**src/gtdc_ram.sv**
```systemverilog
// ----------------------------------------------------------------------------
// gtdc_ram: generic single-clock RAM with a registered read
// One write port and one read port.
// ----------------------------------------------------------------------------
`default_nettype none

module gtdc_ram #(
  parameter int WIDTH = 8,
  parameter int DEPTH = 16,
  parameter int AW    = (DEPTH > 1) ? $clog2(DEPTH) : 1
) (
  input  wire logic             clk,
  input  wire logic             we,
  input  wire logic [AW-1:0]    waddr,
  input  wire logic [WIDTH-1:0] wdata,
  input  wire logic             re,
  input  wire logic [AW-1:0]    raddr,
  output logic      [WIDTH-1:0] rdata
);

  logic [WIDTH-1:0] mem [DEPTH];

  always_ff @(posedge clk) begin
    if (we) begin
      mem[waddr] <= wdata;
    end
  end

  always_ff @(posedge clk) begin
    if (re) begin
      rdata <= mem[raddr];
    end
  end

endmodule

`default_nettype wire

```
**config.mk**
```make
export PLATFORM = sky130hd
export DESIGN_NAME = gtdc_ram
export DESIGN_NICKNAME = d
export VERILOG_FILES = /design/src/gtdc_ram.sv
export SDC_FILE = /design/constraint.sdc
export NUM_CORES = 1
export LEC_CHECK = 0
export CAP_MARGIN = 5
export CORE_UTILIZATION = 40
export DETAILED_ROUTE_END_ITERATION = 10
export DONT_BUFFER_PORTS = 1
export GPL_TIMING_DRIVEN = 0
export HOLD_SLACK_MARGIN = 0.05
export PLACE_DENSITY_LB_ADDON = 0.15
export RECOVER_POWER = 50
export SLEW_MARGIN = 5
export SYNTH_ARGS = -nofsm -noshare
export SYNTH_HDL_FRONTEND = slang
export SYNTH_SLANG_ARGS = --single-unit
```
**constraint.sdc**
```tcl
create_clock -name clk -period 2.2 [get_ports clk]
set_clock_uncertainty 0.1 [all_clocks]
set_input_delay 0.11 -clock clk [delete_from_list [all_inputs] [get_ports clk]]
set_output_delay 0.11 -clock clk [all_outputs]
set_load 0.03 [all_outputs]
```
* Word level (Yosys, flattened, before mapping) *
Memories as Yosys holds them, arrays and structs flattened. A register that Yosys moved wholly into a read port is not among the register bits.
Cells that the tools add are included.
W data, S select, Z words.

operators by class
  muxes and demuxes = 2

operators by type and width
  operator  number
  $mux W1   2

word-level totals
  memories = 1
  register bits = 0
  word-level logic and storage cells = 3
  bits in writable memories = 128
  input port bits = 19
  output and inout bits = 8

memory list
  name  words  width  read ports  clocked after memory_dff  wr ports  RTL line  text
  mem   16     8      1           1                         1         21        logic [WIDTH-1:0] mem [DEPTH];

* Logic depth before layout (Yosys ltp) *
  depth in word-level cells = 2
  depth in mapped cells = 5
  mapped depth without buffers = 3

* Worst setup path before layout *
Ideal clock, no wire load.

  path type = input port to flip-flop
  start = input port waddr[2]
  end = memory mem[0][0] (enable)
  arrival time = 1220 ps
  slack = 497 ps
  library setup time = 383 ps
  buffers on the path = 0
  stages = 2
  data required time = 1717 ps
  cell sequence = or3b_2 -> nor3_1

RTL lines
  element             RTL line  text
  start: declaration  14        input wire logic [AW-1:0] waddr,
  end: declaration    21

No word-level cell before the write port.

* Final worst setup path *
  start = input port waddr[1]
  end = memory mem[0][4] (enable)

No word-level cell before the write port.

==> flow_summary_export.csv <==
group,metric,value,unit
outcome,status,"finished clean",
sta,rsz0062_at_grt,"false",
run,maxCapViolations,0,
global_route,grt_pass1_vias,2397,
global_route,grt_first_pass_wirelength,15.0,mm
sta,tightestPinTransition,1.30,ns
cts,cts-htree-levels,4,
cells_and_area,syn2layout_area_growth,17.4,%
placement,io_buffers,0,
floorplan,num_rows,41,
placement,gp_congestion,0.810,
yosys,syn_nets,248,
cells_and_area,drive_gt1_frac,0.213,
placement,dp_hpwl,6.34,mm
critical_path,critPathLaunch,"waddr[1]",
route,dr.pass1.iters,4,
sta,tns,0,ns
sta,relSlewSlack,0.124,
floorplan,dieArea,0.0135,mm²
global_route,antenna_found_initial,0,
sta,final.period_utilization,0.875,
floorplan,core-area,0.0127,mm²
critical_path,crit_path_max_incr_delay,1.07,ns
global_route,grt_max_degree,17,
sta,setup_viol_count_final,0,
critical_path,cp_cell_sequence,"dlygate4sd3_1, nor3_1",
cts,cts_tree,"done",
critical_path,worstPathArrival,1.84,ns
power_and_ir_drop,vdd_drop_max,0.576,mV
yosys,synth_area,0.00523,mm²
sta,fmax,520,MHz
sta,whs,0.124,ns
floorplan,pin_count,27,
yosys,yosys_warnings,0,
sta,hold_viol_final,0,
cts,cts.sinks,136,
yosys,syn_area_per_cell,22.8,µm²
cts,cts_buffer_depth,2,
sta,layout_setup_ws,0.276,ns
floorplan,die_y,116,µm
route,drtIter0Drc,159,
route,num_vias,2332,
cts,cts_resized,0,
critical_path,end_kind,"register",
cts,numCtsBuffers,17,
critical_path,reg2reg_from,"mem[2][2]",
route,routed_wl,10.1,mm
cts,cts_root_buf,"clkbuf_16",
critical_path,worst-setup-path-type,"input port to register",
cts,clk_latency,0.41,ns
critical_path,cp_max_fo,8,
global_route,overflow,0,
cts,clkTransAtPathRegs,0.05,ns
power_and_ir_drop,leakage,1.98,nW
yosys,yosysUniqueCellTypes,18,
critical_path,cp_slowest_cell,"nor3_1",
critical_path,start_kind,"input port",
power_and_ir_drop,p_total,0.00595,W
yosys,ys_seq_area_frac,0.781,
global_route,grt_use_total,0.168,
floorplan,die_w,116,µm
critical_path,cp_num_buf_inv,1,
route,viasPerCell,5.25,
hold_path,worstHoldStart,"raddr[1]",
critical_path,path_delay_family,"simple AND/OR/NAND/NOR gates",
cells_and_area,final_nets,278,
placement,pre_cts_slack,0.0620,ns
cells_and_area,antennaDiodeCount,0,
route,drcViolationCount,0,
sta,slew_violations,0,
yosys,ys_ff_latch,136,
floorplan,start_util,0.413,
route,wl_per_cell,22.8,µm
route,ant_nets,0,
power_and_ir_drop,pwr_density_cell,970,mW/mm²
critical_path,worstPathRequired,2.12,ns
yosys,syn_inst,229,
sta,period_minus_slack,1.92,ns
hold_path,hold_path_class,"input port to register",
## metal layers
metal | global-route usage | share of wire | vias up
met4 | 0.0598 | 0.010 | 0
met5 | 0 | 0 | -
met3 | 0.0514 | 0.067 | 8
li1 | - | - | 1038
met1 | 0.236 | 0.46 | 1208
met2 | 0.249 | 0.47 | 78
## report_power, final
group | switching, W | internal [W] | total [W]
Clock | 0.000971 | 0.00176 | 0.00273
Combinational | 0.000150 | 0.000107 | 0.000257
Sequential | 0.0000383 | 0.00292 | 0.00296
## timing repair
action / in CTS / in global routing
hold buffers: 11 / 0
buffers inserted: 0 / 0
hold endpoints to repair: 168 / 0
## cells by family (layout without fill, tap and decap cells)
group	count (synthesis)	in the layout	synth area share
muxes	32	32	0.148
AOI/OAI and AO/OA	16	16	0.0230
DFF	136	136	0.781
and+or+nand+nor	35	35	0.0314
buffers and inverters	10	53	0.0165
## registers in the layout (all words and copies together), names as in the netlist
signal and flops:
mem 128, rdata 8
## cell type report
cell class / count / area [µm²]
clock buffers: 21 / 440
repair buffers: 11 / 110
fillers: 1045 / 6530
clock inverters: 11 / 130
well taps: 172 / 215
flip-flops and latches: 136 / 4080
plain buffers: 10 / 86.3
multi-input cells: 83 / 1070
## worst register-to-register path, cell delays in order (launching register included)
cell and delay [ns]:
edfxtp_1 0.35, mux4_1 0.55, a22oi_1 0.39, nand2_1 0.12
## synth_stat cells
cell / count / share of area
and2_1: 1 / 0.0012
nor2_1: 13 / 0.0093
mux4_2: 18 / 0.078
nand3b_1: 2 / 0.0029
nor3_1: 4 / 0.0038
a22oi_1: 16 / 0.023
mux4_1: 14 / 0.070
nor2b_1: 1 / 0.0012
edfxtp_1: 136 / 0.78
or3b_2: 1 / 0.0017
nand2_1: 9 / 0.0065
buf_4: 1 / 0.0014
nand2b_1: 2 / 0.0024
nand3_1: 1 / 0.00096
buf_6: 3 / 0.0065
and2b_1: 1 / 0.0014
buf_2: 3 / 0.0029
clkdlybuf4s25_2: 3 / 0.0057
## worst paths after layout
path,to,slack (ns),cells past startpoint
setup / recovery,mem[0][4],0.28,2
hold / removal,rdata[0],0.12,3
setup reg to reg,rdata[2],0.42,3
hold reg to reg,rdata[2],0.67,3
## placed cells by master, fill, tap and decap left out
master / synthesis / layout
nor2_1: 13 / 13
clkinv_2: 0 / 5
mux4_2: 18 / 18
mux4_1: 14 / 14
buf_2: 3 / 3
bufinv_16: 0 / 3
a22oi_1: 16 / 16
clkdlybuf4s25_2: 3 / 3
buf_6: 3 / 3
and2_1: 1 / 1
dlygate4sd3_1: 0 / 11
edfxtp_1: 136 / 136
and2b_1: 1 / 1
clkinv_1: 0 / 2
clkinvlp_4: 0 / 1
nand2_1: 9 / 9
or3b_2: 1 / 1
nor3_2: 0 / 3
nor3_1: 4 / 1
clkbuf_1: 0 / 4
nand2b_1: 2 / 2
nand3_1: 1 / 1
nand3b_1: 2 / 2
buf_4: 1 / 1
clkbuf_16: 0 / 17
nor2b_1: 1 / 1
## per-stage QoR
stage | instances | cell area, µm² | util
CTS | 444 | 6130 | 0.484
global route | 444 | 6140 | 0.484
finish | 444 | 6140 | 0.484
floorplan | 229 | 5230 | -
detailed placement | 401 | 5450 | 0.430
global placement | 401 | 5440 | 0.430
Power figures use the tool's default switching activity.
